File: src/hw/rtl/layer_color_blend_macros.svh
// Assertion macros for the layer blend RTL.
`ifndef LAYER_COLOR_BLEND_MACROS_SVH
`define LAYER_COLOR_BLEND_MACROS_SVH

// Same-cycle implication, checked at every rising edge out of reset.
`define LCB_ASSERT_IMPL(label, clk, rst, ante, cons) \
  label: assert property (@(posedge clk) disable iff (rst) (ante) |-> (cons)) \
    else $error("layer_color_blend: same-cycle check failed");

// Next-cycle implication.
`define LCB_ASSERT_NEXT(label, clk, rst, ante, cons) \
  label: assert property (@(posedge clk) disable iff (rst) (ante) |=> (cons)) \
    else $error("layer_color_blend: next-cycle check failed");

`endif

File: src/hw/rtl/lcb_pkg.sv
// Types and constants for the layer blend pipeline.
`timescale 1ns / 1ps
`default_nettype none

package lcb_pkg;

  localparam int CH_W     = 16;
  localparam int ALPHA_W  = 13;
  localparam int TGT_W    = 21;
  localparam int OPND_W   = 18;
  localparam int LANES    = 4;
  localparam int ONE_Q12  = 4096;
  localparam int HALF_Q12 = 2048;
  localparam int FRAC_W   = 12;

  typedef enum logic [2:0] {
    MODE_NORMAL   = 3'd0,
    MODE_ADD      = 3'd1,
    MODE_MULTIPLY = 3'd2,
    MODE_SCREEN   = 3'd3,
    MODE_MAX      = 3'd4,
    MODE_MIN      = 3'd5
  } blend_mode_t;

  localparam logic [1:0] REG_BLEND_MODE    = 2'd0;
  localparam logic [1:0] REG_LAYER_OPACITY = 2'd1;
  localparam logic [1:0] REG_MASK_ENABLE   = 2'd2;

  typedef struct packed {
    logic [CH_W-1:0] base_red;
    logic [CH_W-1:0] base_green;
    logic [CH_W-1:0] base_blue;
    logic [CH_W-1:0] base_alpha;
    logic [CH_W-1:0] layer_red;
    logic [CH_W-1:0] layer_green;
    logic [CH_W-1:0] layer_blue;
    logic [CH_W-1:0] layer_alpha;
    logic [CH_W-1:0] mask_value;
  } pixel_in_t;

  typedef struct packed {
    logic [CH_W-1:0] out_red;
    logic [CH_W-1:0] out_green;
    logic [CH_W-1:0] out_blue;
    logic [CH_W-1:0] out_alpha;
  } pixel_out_t;

endpackage

`default_nettype wire

File: src/hw/rtl/lcb_alpha.sv
// Blend weight unit: opacity, times mask when enabled, clamped to 1.0, two stages.
`timescale 1ns / 1ps
`default_nettype none

module lcb_alpha (
  input  wire logic                          clk,
  input  wire logic [lcb_pkg::CH_W-1:0]      opacity,
  input  wire logic                          mask_enable,
  input  wire logic [lcb_pkg::CH_W-1:0]      mask_value,
  output logic      [lcb_pkg::ALPHA_W-1:0]   alpha
);

  localparam int PROD_W = 2 * lcb_pkg::CH_W;

  logic [PROD_W-1:0]            prod;
  logic [PROD_W-1:0]            scaled;
  logic [lcb_pkg::CH_W-1:0]     weight;
  logic [lcb_pkg::ALPHA_W-1:0]  alpha_next;

  always_ff @(posedge clk) begin
    prod <= opacity * mask_value;
  end

  always_comb begin
    scaled = prod >> lcb_pkg::FRAC_W;
    weight = opacity;
    if (mask_enable) begin
      if (scaled > PROD_W'(lcb_pkg::ONE_Q12)) begin
        alpha_next = lcb_pkg::ALPHA_W'(lcb_pkg::ONE_Q12);
      end else begin
        alpha_next = scaled[lcb_pkg::ALPHA_W-1:0];
      end
    end else begin
      if (opacity > lcb_pkg::CH_W'(lcb_pkg::ONE_Q12)) begin
        alpha_next = lcb_pkg::ALPHA_W'(lcb_pkg::ONE_Q12);
      end else begin
        alpha_next = weight[lcb_pkg::ALPHA_W-1:0];
      end
    end
  end

  always_ff @(posedge clk) begin
    alpha <= alpha_next;
  end

endmodule

`default_nettype wire

File: config.mk
export PLATFORM = sky130hd
export DESIGN_NAME = lcb_alpha
export DESIGN_NICKNAME = d
export VERILOG_FILES = /design/src/hw/rtl/layer_color_blend_macros.svh /design/src/hw/rtl/lcb_pkg.sv /design/src/hw/rtl/lcb_alpha.sv
export SDC_FILE = /design/constraint.sdc
export NUM_CORES = 1
export LEC_CHECK = 0
export BUFFER_PORTS_ARGS = -buffer_cell sky130_fd_sc_hd__buf_2
export CAP_MARGIN = 10
export CORE_ASPECT_RATIO = 2
export CORE_MARGIN = 3
export CORE_UTILIZATION = 35
export CTS_CLUSTER_SIZE = 8
export DETAILED_ROUTE_END_ITERATION = 8
export GPL_ROUTABILITY_DRIVEN = 0
export SETUP_SLACK_MARGIN = 0.5
export SLEW_MARGIN = 30
export SYNTH_ARGS = -nofsm -noshare
export SYNTH_HDL_FRONTEND = slang
export SYNTH_SLANG_ARGS = --single-unit
File: constraint.sdc
create_clock -name clk -period 7.1 [get_ports clk]
set_clock_uncertainty 0.05 [all_clocks]
set_input_delay 1.065 -clock clk [delete_from_list [all_inputs] [get_ports clk]]
set_output_delay 1.065 -clock clk [all_outputs]
set_load 0.01 [all_outputs]
==> reports/results.ini <==
[status]
status=finished clean

[grt]
met3_usage=0.0171
met2_usage=0.382
antenna_found_initial=0
grt_pass1_wl_mm=40.6
grt_usage=0.188
busiest_layer=met2
grt_pass1_vias=7881
grt_start_max_net_pins=19
met1_usage=0.162
overflow=0

[sta]
setup-tns-final_ps=0
rsz0062_at_grt=no
max_freq_mhz=155
worstMarginPinSlew_ps=865
finalSetupViolations=0
slew_headroom=0.423
fin_crit_sh=0.907
final_max_slew_viol_count=0
finalHoldViolCount=0
period_minus_slack_ps=6440

[worst_setup_path]
critPathCapture=prod[26]$_DFF_P_
critPathMaxStageDelay_ps=550
path_cells=clkbuf_4 > and2_1 > fa_1 > inv_1 > fa_1 > inv_1 > fa_1 > fa_2 > fa_1 > inv_1 > fa_1 > inv_1 > ha_2 > a21oi_2 > o21ba_2 > o21ai_1 > a221o_1 > or4_1 > and4_1
cp_max_fo=14
critPathKind=primary input to register
cp.depth=19
cp_common_cell=fa_1
cpLargestDelayFamily=adder cells
r2r_end=alpha[10]$_DFF_P_
cp_slowest_cell=fa_1
start_kind=primary input
worstPathRequired_ps=7210
rr_startpoint=prod[15]$_DFF_P_
end_kind=register
reg2reg_depth=4
cp_data_arrival_time_ps=6550
cp_num_buf_inv=5
ff2ff_setup_slack_ps=5290
startpoint=opacity[5]

[clock_network]
ctsHtreeMaxLevel=2
numCtsBuffers=5
cts_sinks=33
cts_tree=yes
worstSkewPairLatency_ps=270
cts_root_buffer=clkbuf_16
clock_path_buffers=2
clkTransAtPathRegs_ps=50

[job]
max_cap_violations=0

[synthesis]
synthTopCellsByCount=inv_1 (209), fa_1 (193), nand2_1 (156)
netlist.area_leader.share=0.423
async_flop_share=0
yosys.area.top_type=fa_1
synth_edf_count=0
synth_cell_types=44
seq_area_frac_synth=0.0724
syn_area_per_cell_um2=9.02
synthTopCellsByArea=fa_1 (42%), ha_1 (14%), inv_1 (8.6%), and2_1 (7.8%), dfxtp_1 (7.2%)
yosysWarningCount=0
synth_nets=1340
syn_inst=1012
ys_ff_latch=33
synth_flop_cell=dfxtp_1
netlist_area_um2=9130
yosysMostFrequentCell=inv_1

[die]
dieArea_um2=28200
io_pins=47
die_h_um=234
start_util=0.356
core_um2=25700
fp.dieW_um=120
row_count=83

[route]
drt_pre_antenna_iters=4
wl_per_cell_um=18.4
vias_per_cell=5.06
drc=0
ant_nets=0
drt_iter0_drc=226
vias=6972
wirelength_mm=25.3

[finish]
fin_nets=1367
layout-drive-gt1-share=0.0905
synthToLayoutAreaGrowth_pct=9.75
antenna_cells=0
fillCellCount=2609

[place]
dp_hpwl_mm=22.1
portBuffers=46

[min_path]
hp-start=prod[23]$_DFF_P_
hold_path.class=register to register

## how the worst min path moves through the flow
stage                              to  depth (start not counted)
floorplan           alpha[12]$_DFF_P_                          1
CTS                 alpha[11]$_DFF_P_                          1
detailed placement  alpha[11]$_DFF_P_                          1
global route        alpha[11]$_DFF_P_                          1
global placement    alpha[11]$_DFF_P_                          1
finish              alpha[11]$_DFF_P_                          1
## routing by layer
metal  vias up  share of wire
li1       3142              -
met1      3571           0.29
met2       155           0.59
met3       104          0.018
met4         0          0.097
met5         -              0
## area by class of cell
class,count,area [um^2],area share
clock buffer,7,143,0.0142
timing repair buffer,67,425,0.0425
tap,340,425,0.0425
multi-input combinational,723,7580,0.757
sequential,33,661,0.0660
inverter,209,785,0.0783
## cell families after synthesis
family,Yosys count,synth area share
XOR/XNOR,20,0.0192
adder cells (fa/ha/maj),294,0.562
AND/OR/NAND/NOR,313,0.168
buffers and inverters,256,0.105
AO/OA/AOI/OAI,94,0.0711
flip-flops,33,0.0724
multiplexers,2,0.00219
## flip-flops by register name, summed over array words and instances (netlist names)
signal,cells
alpha,13
prod,20
## layout by cell type (no fill, tap or decap), drive strengths merged, types with 5 or more instances in the layout
cell,Yosys,layout
a31oi,6,6
o21ai,9,9
a21oi,30,30
a21o,11,11
xnor2,14,14
nand2,156,156
dfxtp,33,33
and2,114,114
xor2,6,6
nand3,8,8
nor2,11,11
a22o,12,12
ha,101,101
inv,209,209
o211ai,5,5
clkbuf,46,18
buf,1,56
nor4,8,8
fa,193,193
## per-stage QoR
| stage | hold WS [ps] | instances | utilization | setup slack, ps | instance area (um^2) |
|---|---|---|---|---|---|
| detailed placement | 410 | 1371 | 0.380 | 200 | 9760 |
| CTS | 424 | 1378 | 0.386 | 509 | 9900 |
| floorplan | 387 | 1012 | - | 501 | 9150 |
| global route | 452 | 1379 | 0.391 | 500 | 10000 |
| finish | 421 | 1379 | 0.391 | 662 | 10000 |
| global placement | 410 | 1371 | 0.380 | 221 | 9760 |
## timing repair
action / CTS / global route
buffers inserted: 0 / 1
hold buffers: 0 / 0
pin swaps: 0 / 2
endpoints found under the setup margin: 1 / 8
gates resized for setup: 2 / 33
Power is left out: the tool's default activity adds up to more than one toggle a clock period on the data nets, which glitch-free logic cannot reach.
