### src/hw/rtl/layer_color_blend_macros.svh
// Assertion macros for the layer blend RTL.
`ifndef LAYER_COLOR_BLEND_MACROS_SVH
`define LAYER_COLOR_BLEND_MACROS_SVH

// Same-cycle implication, checked at every rising edge out of reset.
`define LCB_ASSERT_IMPL(label, clk, rst, ante, cons) \
  label: assert property (@(posedge clk) disable iff (rst) (ante) |-> (cons)) \
    else $error("layer_color_blend: same-cycle check failed");

// Next-cycle implication.
`define LCB_ASSERT_NEXT(label, clk, rst, ante, cons) \
  label: assert property (@(posedge clk) disable iff (rst) (ante) |=> (cons)) \
    else $error("layer_color_blend: next-cycle check failed");

`endif

### src/hw/rtl/lcb_pkg.sv
// Types and constants for the layer blend pipeline.
`timescale 1ns / 1ps
`default_nettype none

package lcb_pkg;

  localparam int CH_W     = 16;
  localparam int ALPHA_W  = 13;
  localparam int TGT_W    = 21;
  localparam int OPND_W   = 18;
  localparam int LANES    = 4;
  localparam int ONE_Q12  = 4096;
  localparam int HALF_Q12 = 2048;
  localparam int FRAC_W   = 12;

  typedef enum logic [2:0] {
    MODE_NORMAL   = 3'd0,
    MODE_ADD      = 3'd1,
    MODE_MULTIPLY = 3'd2,
    MODE_SCREEN   = 3'd3,
    MODE_MAX      = 3'd4,
    MODE_MIN      = 3'd5
  } blend_mode_t;

  localparam logic [1:0] REG_BLEND_MODE    = 2'd0;
  localparam logic [1:0] REG_LAYER_OPACITY = 2'd1;
  localparam logic [1:0] REG_MASK_ENABLE   = 2'd2;

  typedef struct packed {
    logic [CH_W-1:0] base_red;
    logic [CH_W-1:0] base_green;
    logic [CH_W-1:0] base_blue;
    logic [CH_W-1:0] base_alpha;
    logic [CH_W-1:0] layer_red;
    logic [CH_W-1:0] layer_green;
    logic [CH_W-1:0] layer_blue;
    logic [CH_W-1:0] layer_alpha;
    logic [CH_W-1:0] mask_value;
  } pixel_in_t;

  typedef struct packed {
    logic [CH_W-1:0] out_red;
    logic [CH_W-1:0] out_green;
    logic [CH_W-1:0] out_blue;
    logic [CH_W-1:0] out_alpha;
  } pixel_out_t;

endpackage

`default_nettype wire

### src/hw/rtl/lcb_lane.sv
// One color channel lane: target build, lerp toward target, saturate.
`timescale 1ns / 1ps
`default_nettype none

module lcb_lane (
  input  wire logic                          clk,
  input  wire logic [lcb_pkg::CH_W-1:0]      a,
  input  wire logic [lcb_pkg::CH_W-1:0]      b,
  input  wire logic                          is_alpha,
  input  wire lcb_pkg::blend_mode_t          mode,
  input  wire logic [lcb_pkg::ALPHA_W-1:0]   alpha,
  output logic      [lcb_pkg::CH_W-1:0]      result
);

  localparam int PROD_W = 2 * lcb_pkg::OPND_W;
  localparam int P1_W   = lcb_pkg::CH_W + lcb_pkg::ALPHA_W;
  localparam int P2_W   = lcb_pkg::TGT_W + lcb_pkg::ALPHA_W + 1;
  localparam int SUM_W  = P2_W + 1;

  // stage 1: shared multiplier for multiply and screen
  logic signed [lcb_pkg::OPND_W-1:0] opnd_x;
  logic signed [lcb_pkg::OPND_W-1:0] opnd_y;
  logic [lcb_pkg::CH_W-1:0]          s1_a;
  logic [lcb_pkg::CH_W-1:0]          s1_b;
  logic signed [PROD_W-1:0]          s1_prod;

  // stage 2: target
  logic signed [PROD_W-1:0]          rounded;
  logic signed [lcb_pkg::TGT_W-1:0]  t_next;
  logic [lcb_pkg::CH_W-1:0]          s2_a;
  logic signed [lcb_pkg::TGT_W-1:0]  s2_t;

  // stage 3: weighted terms
  logic [lcb_pkg::ALPHA_W-1:0]       inv_alpha;
  logic [P1_W-1:0]                   s3_p1;
  logic signed [P2_W-1:0]            s3_p2;

  // stage 4: sum, floor, clamp
  logic signed [SUM_W-1:0]           sum;
  logic signed [SUM_W-1:0]           floored;
  logic [lcb_pkg::CH_W-1:0]          result_next;

  always_comb begin
    if (mode == lcb_pkg::MODE_SCREEN) begin
      opnd_x = lcb_pkg::OPND_W'(lcb_pkg::ONE_Q12) - $signed({2'b00, a});
      opnd_y = lcb_pkg::OPND_W'(lcb_pkg::ONE_Q12) - $signed({2'b00, b});
    end else begin
      opnd_x = $signed({2'b00, a});
      opnd_y = $signed({2'b00, b});
    end
  end

  always_ff @(posedge clk) begin
    s1_a    <= a;
    s1_b    <= b;
    s1_prod <= opnd_x * opnd_y;
  end

  always_comb begin
    rounded = (s1_prod + PROD_W'(lcb_pkg::HALF_Q12)) >>> lcb_pkg::FRAC_W;
    case (mode)
      lcb_pkg::MODE_ADD: begin
        t_next = $signed(lcb_pkg::TGT_W'(s1_a) + lcb_pkg::TGT_W'(s1_b));
      end
      lcb_pkg::MODE_MULTIPLY: begin
        t_next = rounded[lcb_pkg::TGT_W-1:0];
      end
      lcb_pkg::MODE_SCREEN: begin
        if (is_alpha) begin
          t_next = lcb_pkg::TGT_W'(lcb_pkg::ONE_Q12);
        end else begin
          t_next = lcb_pkg::TGT_W'(lcb_pkg::ONE_Q12) - rounded[lcb_pkg::TGT_W-1:0];
        end
      end
      lcb_pkg::MODE_MAX: begin
        if (is_alpha) begin
          t_next = lcb_pkg::TGT_W'(lcb_pkg::ONE_Q12);
        end else begin
          t_next = $signed(lcb_pkg::TGT_W'((s1_a > s1_b) ? s1_a : s1_b));
        end
      end
      lcb_pkg::MODE_MIN: begin
        if (is_alpha) begin
          t_next = lcb_pkg::TGT_W'(lcb_pkg::ONE_Q12);
        end else begin
          t_next = $signed(lcb_pkg::TGT_W'((s1_a < s1_b) ? s1_a : s1_b));
        end
      end
      default: begin
        // normal, and the unused codes
        t_next = $signed(lcb_pkg::TGT_W'(s1_b));
      end
    endcase
  end

  always_ff @(posedge clk) begin
    s2_a <= s1_a;
    s2_t <= t_next;
  end

  assign inv_alpha = lcb_pkg::ALPHA_W'(lcb_pkg::ONE_Q12) - alpha;

  always_ff @(posedge clk) begin
    s3_p1 <= P1_W'(s2_a) * P1_W'(inv_alpha);
    s3_p2 <= P2_W'(s2_t) * $signed({1'b0, alpha});
  end

  always_comb begin
    sum     = $signed({1'b0, s3_p1}) + SUM_W'(s3_p2) + SUM_W'(lcb_pkg::HALF_Q12);
    floored = sum >>> lcb_pkg::FRAC_W;
    if (floored < 0) begin
      result_next = '0;
    end else if (floored > SUM_W'(65535)) begin
      result_next = '1;
    end else begin
      result_next = floored[lcb_pkg::CH_W-1:0];
    end
  end

  always_ff @(posedge clk) begin
    result <= result_next;
  end

endmodule

`default_nettype wire

### config.mk
export PLATFORM = sky130hd
export DESIGN_NAME = lcb_lane
export DESIGN_NICKNAME = d
export VERILOG_FILES = /design/src/hw/rtl/layer_color_blend_macros.svh /design/src/hw/rtl/lcb_pkg.sv /design/src/hw/rtl/lcb_lane.sv
export SDC_FILE = /design/constraint.sdc
export NUM_CORES = 2
export LEC_CHECK = 0
export BUFFER_PORTS_ARGS = -buffer_cell sky130_fd_sc_hd__buf_2
export CORE_ASPECT_RATIO = 0.75
export CORE_MARGIN = 1.5
export CORE_UTILIZATION = 27
export CTS_CLUSTER_DIAMETER = 100
export CTS_CLUSTER_SIZE = 24
export DETAILED_ROUTE_END_ITERATION = 8
export PLACE_DENSITY_LB_ADDON = 0.08
export SETUP_SLACK_MARGIN = 0.02
export SKIP_LAST_GASP = 1
export SLEW_MARGIN = 5
export SYNTH_ARGS = -nofsm -noshare
export SYNTH_HDL_FRONTEND = slang
export SYNTH_SLANG_ARGS = --single-unit
### constraint.sdc
create_clock -name clk -period 9.98 [get_ports clk]
set_clock_uncertainty 0.1 [all_clocks]
set_input_delay 1.497 -clock clk [delete_from_list [all_inputs] [get_ports clk]]
set_output_delay 1.497 -clock clk [all_outputs]
set_load 0.1 [all_outputs]
==> results.md <==
- Critical path endpoint category: register
- Initial antenna violation count: 5
- First-pass GRT wire length: 179,000 um
- Layout cells sized above 1: under 10%
- Final Setup Violations: 0
- Initial drt markers: around 1,500
- Gpl congestion: approximately 0.89
- Initial core utilization: 27.3%
- Synth cell types: 76
- Top_reg_cell synth: dfxtp_1
- Setup TNS Final: 0 ns
- Asr flop ratio synth: 0%
- Max Slew Vio Count: 0
- Routed vias/inst: 4.46
- Most numerous cell in the Yosys netlist: inv_1
- GR peak layer: met1
- Yosys reg bits: 171
- Unrepaired setup endpoints after global routing: no
- Maximum net fanout on the critical path: 15
- Area leader, netlist: fa_1
- CTS resizes: 0
- Clock transition at path regs: 0.07 ns
- Setup WS post-layout: 0.760 ns
- Fmax: 0.108 GHz
- Sequential area share after synthesis: about a tenth
- Slew headroom: approximately a quarter
- Num CTS Buffers: 17
- WL final: 113,000 um
- Max-cap violations: 0
- IO Port Bufs: 65
- Vias: 25,700
- Setup slack, reg-to-reg: between 2 and 3 ns
- Worst R2R Path Depth: 20
- DRC viols: 0
- Top cells by count, synth: inv_1, fa_1, nand2_1, ha_1, and2_1
- Layout Area Growth over Synthesis: 9.70%
- CP endpoint: s1_prod[32]$_DFF_P_
- Avg Cell Area, Syn: 8.94 um2
- Critical path class: in2reg
- Critical Path RT: slightly above 10 ns
- CP arrival: 9.56 ns
- Number of global-route vias before repair: 27,900
- EDFF count, synth: 0
- Post-Syn Instances: 3,953
- Clock root cell: clkbuf_16
- Hold Path Class: reg2reg
- Post-synth net total: between 5,000 and 6,000
- Dpl ws: approximately 0.29 ns
- CTS Hold Bufs: 0
- Crit start category: input port
- Die W: 421 um
- Slew @ Worst Pin: roughly 1.1 ns
- Syn Std Cell Area: 0.0354 mm2
- Antenna Nets Post-Route: 0
- Fin area: between 0.03 and 0.04 mm2
- Placed instance area: 0.0382 mm2
- Met1 usage: 28.1%
- Fin nets: slightly above 5,000
- Met3 usage: 2.00%
- H-tree depth: 4
- Final min period: 9.22 ns
- Placed cells: 5,729
- Fillers: ~14,000
- Final hold violation count: 0
- Worst reg2reg path endpoint: s3_p2[34]$_DFF_P_
- Beginning of the critical path: b[0]
- TritonCTS clock tree: yes
- Avg WL per Cell: 19.6 um
- Clock sink total: 171
- Tcrit/Tclk final: 92.4%
- Number of synthesis warnings: 0
- # Post-CTS Setup Buffers: 0
- Row cnt: approximately 110
- Top cell type's share of synthesized area: 40.2%
- Gr usage total: 18.0%
- Status: finished, final reports clean
- Drt pass-1 iters: 5
- Full die area: 0.133 mm2
- GRT overflow: 0
- Core box area: 0.129 mm2
- Clock tree buffer depth: 2
- Pin count of the biggest net entering global routing: a little over 40
- GR Util met2: between 20% and 30%
- Num ports: 66
- Dpl hpwl: 96,400 um
- Synth area leaders: fa_1, ha_1, dfxtp_1
- Later-pin clock latency in the skew report: 0.51 ns
- Die Height: roughly 320 um
- Non-Filler Instances: 5,762
- Reg2reg start: s2_t[7]$_DFF_P_
- Hold Path Origin: s1_a[9]$_DFF_P_
## flip-flops by register name (all words and copies together) (netlist names)
register / count
s3_p2: 35
s3_p1: 29
s1_prod: 22
s2_t: 21
result: 16
s1_a: 16
s1_b: 16
s2_a: 16
## area by class of cell
cell class	instances	area, um2	area share (%)
Tap cell	1740	2180	5.61
Clock buffer	18	439	1.13
Antenna cell	1	2.50	0.00645
Sequential cell	171	3420	8.83
Inverter	835	3130	8.08
Clock inverter	14	175	0.452
Timing Repair Buffer	167	1130	2.91
Multi-Input combinational cell	2816	28300	73.0
## cell families (layout without fill, tap and decap cells)
| logic type | count (synthesis) | after routing | share of synthesized area [%] |
|---|---|---|---|
| AOI/OAI and AO/OA | 356 | 356 | 6.75 |
| xor gates and xnor gates | 218 | 218 | 5.40 |
| buffers and inverters | 966 | 1034 | 10.3 |
| other | 0 | 1 | 0 |
| adders and majority gates | 1044 | 1044 | 52.0 |
| muxes | 3 | 3 | 0.0849 |
| DFF | 171 | 171 | 9.68 |
| and+or+nand+nor | 1195 | 1195 | 15.8 |
## layout by cell type (no fill, tap or decap), types with 17 or more instances in the layout
cell type	synthesis	routed
xor2_1	84	84
a21oi_1	120	120
inv_1	833	833
fa_1	710	710
buf_4	2	99
ha_1	334	334
nor3_1	44	44
a21o_1	36	36
o21a_1	20	20
nor2_1	225	225
clkbuf_16	0	17
o21bai_1	22	22
nand2_1	518	518
xnor2_1	134	132
and3_1	22	22
nor2b_1	20	20
and2_1	240	240
nand3_1	39	39
o21ai_0	51	51
buf_2	2	65
dfxtp_1	171	171
## how the worst min path moves through the flow
stage | slack (ns) | depth (start not counted) | end
after floorplan | 0.27 | 0 | s2_a[12]$_DFF_P_
after global placement | 0.33 | 0 | s2_a[9]$_DFF_P_
after detailed placement | 0.33 | 0 | s2_a[9]$_DFF_P_
after CTS | 0.34 | 0 | s2_a[9]$_DFF_P_
after global routing | 0.35 | 0 | s2_a[9]$_DFF_P_
final | 0.34 | 0 | s2_a[9]$_DFF_P_
## worst max-delay path, cell delays in order
cell and delay [ns]:
buf_2 0.21, inv_1 0.26, ha_1 0.28, nand3_1 0.13, nor4_1 0.21, buf_4 0.18
a21boi_0 0.10, o21ai_0 0.33, xor2_1 0.54, nor2_1 0.12, fa_1 0.50, inv_1 0.05
fa_1 0.53, inv_1 0.05, fa_1 0.50, fa_1 0.54, fa_1 0.52, fa_1 0.49
ha_1 0.36, o2111a_1 0.14, o21ai_0 0.18, o21ai_1 0.19, a31oi_1 0.45, nor4_1 0.15
or3_1 0.42, o31a_1 0.29, a21oi_1 0.18, xnor2_1 0.13
## metrics by stage
stage	hold WS (ns)	utilization, %
final	0.337	30.0
after detailed placement	0.334	29.5
after floorplan	0.268	-
after global routing	0.347	30.0
after CTS	0.344	30.0
after global placement	0.333	29.5
## per-layer routing
metal,vias to the layer above,routed length [um]
li1,12100,-
met1,13100,60200
met2,457,47600
met3,54,4230
met4,0,1060
met5,-,0
Power is not shown: default switching activity piles up to over one toggle a cycle in this logic, so the estimate is an artifact.
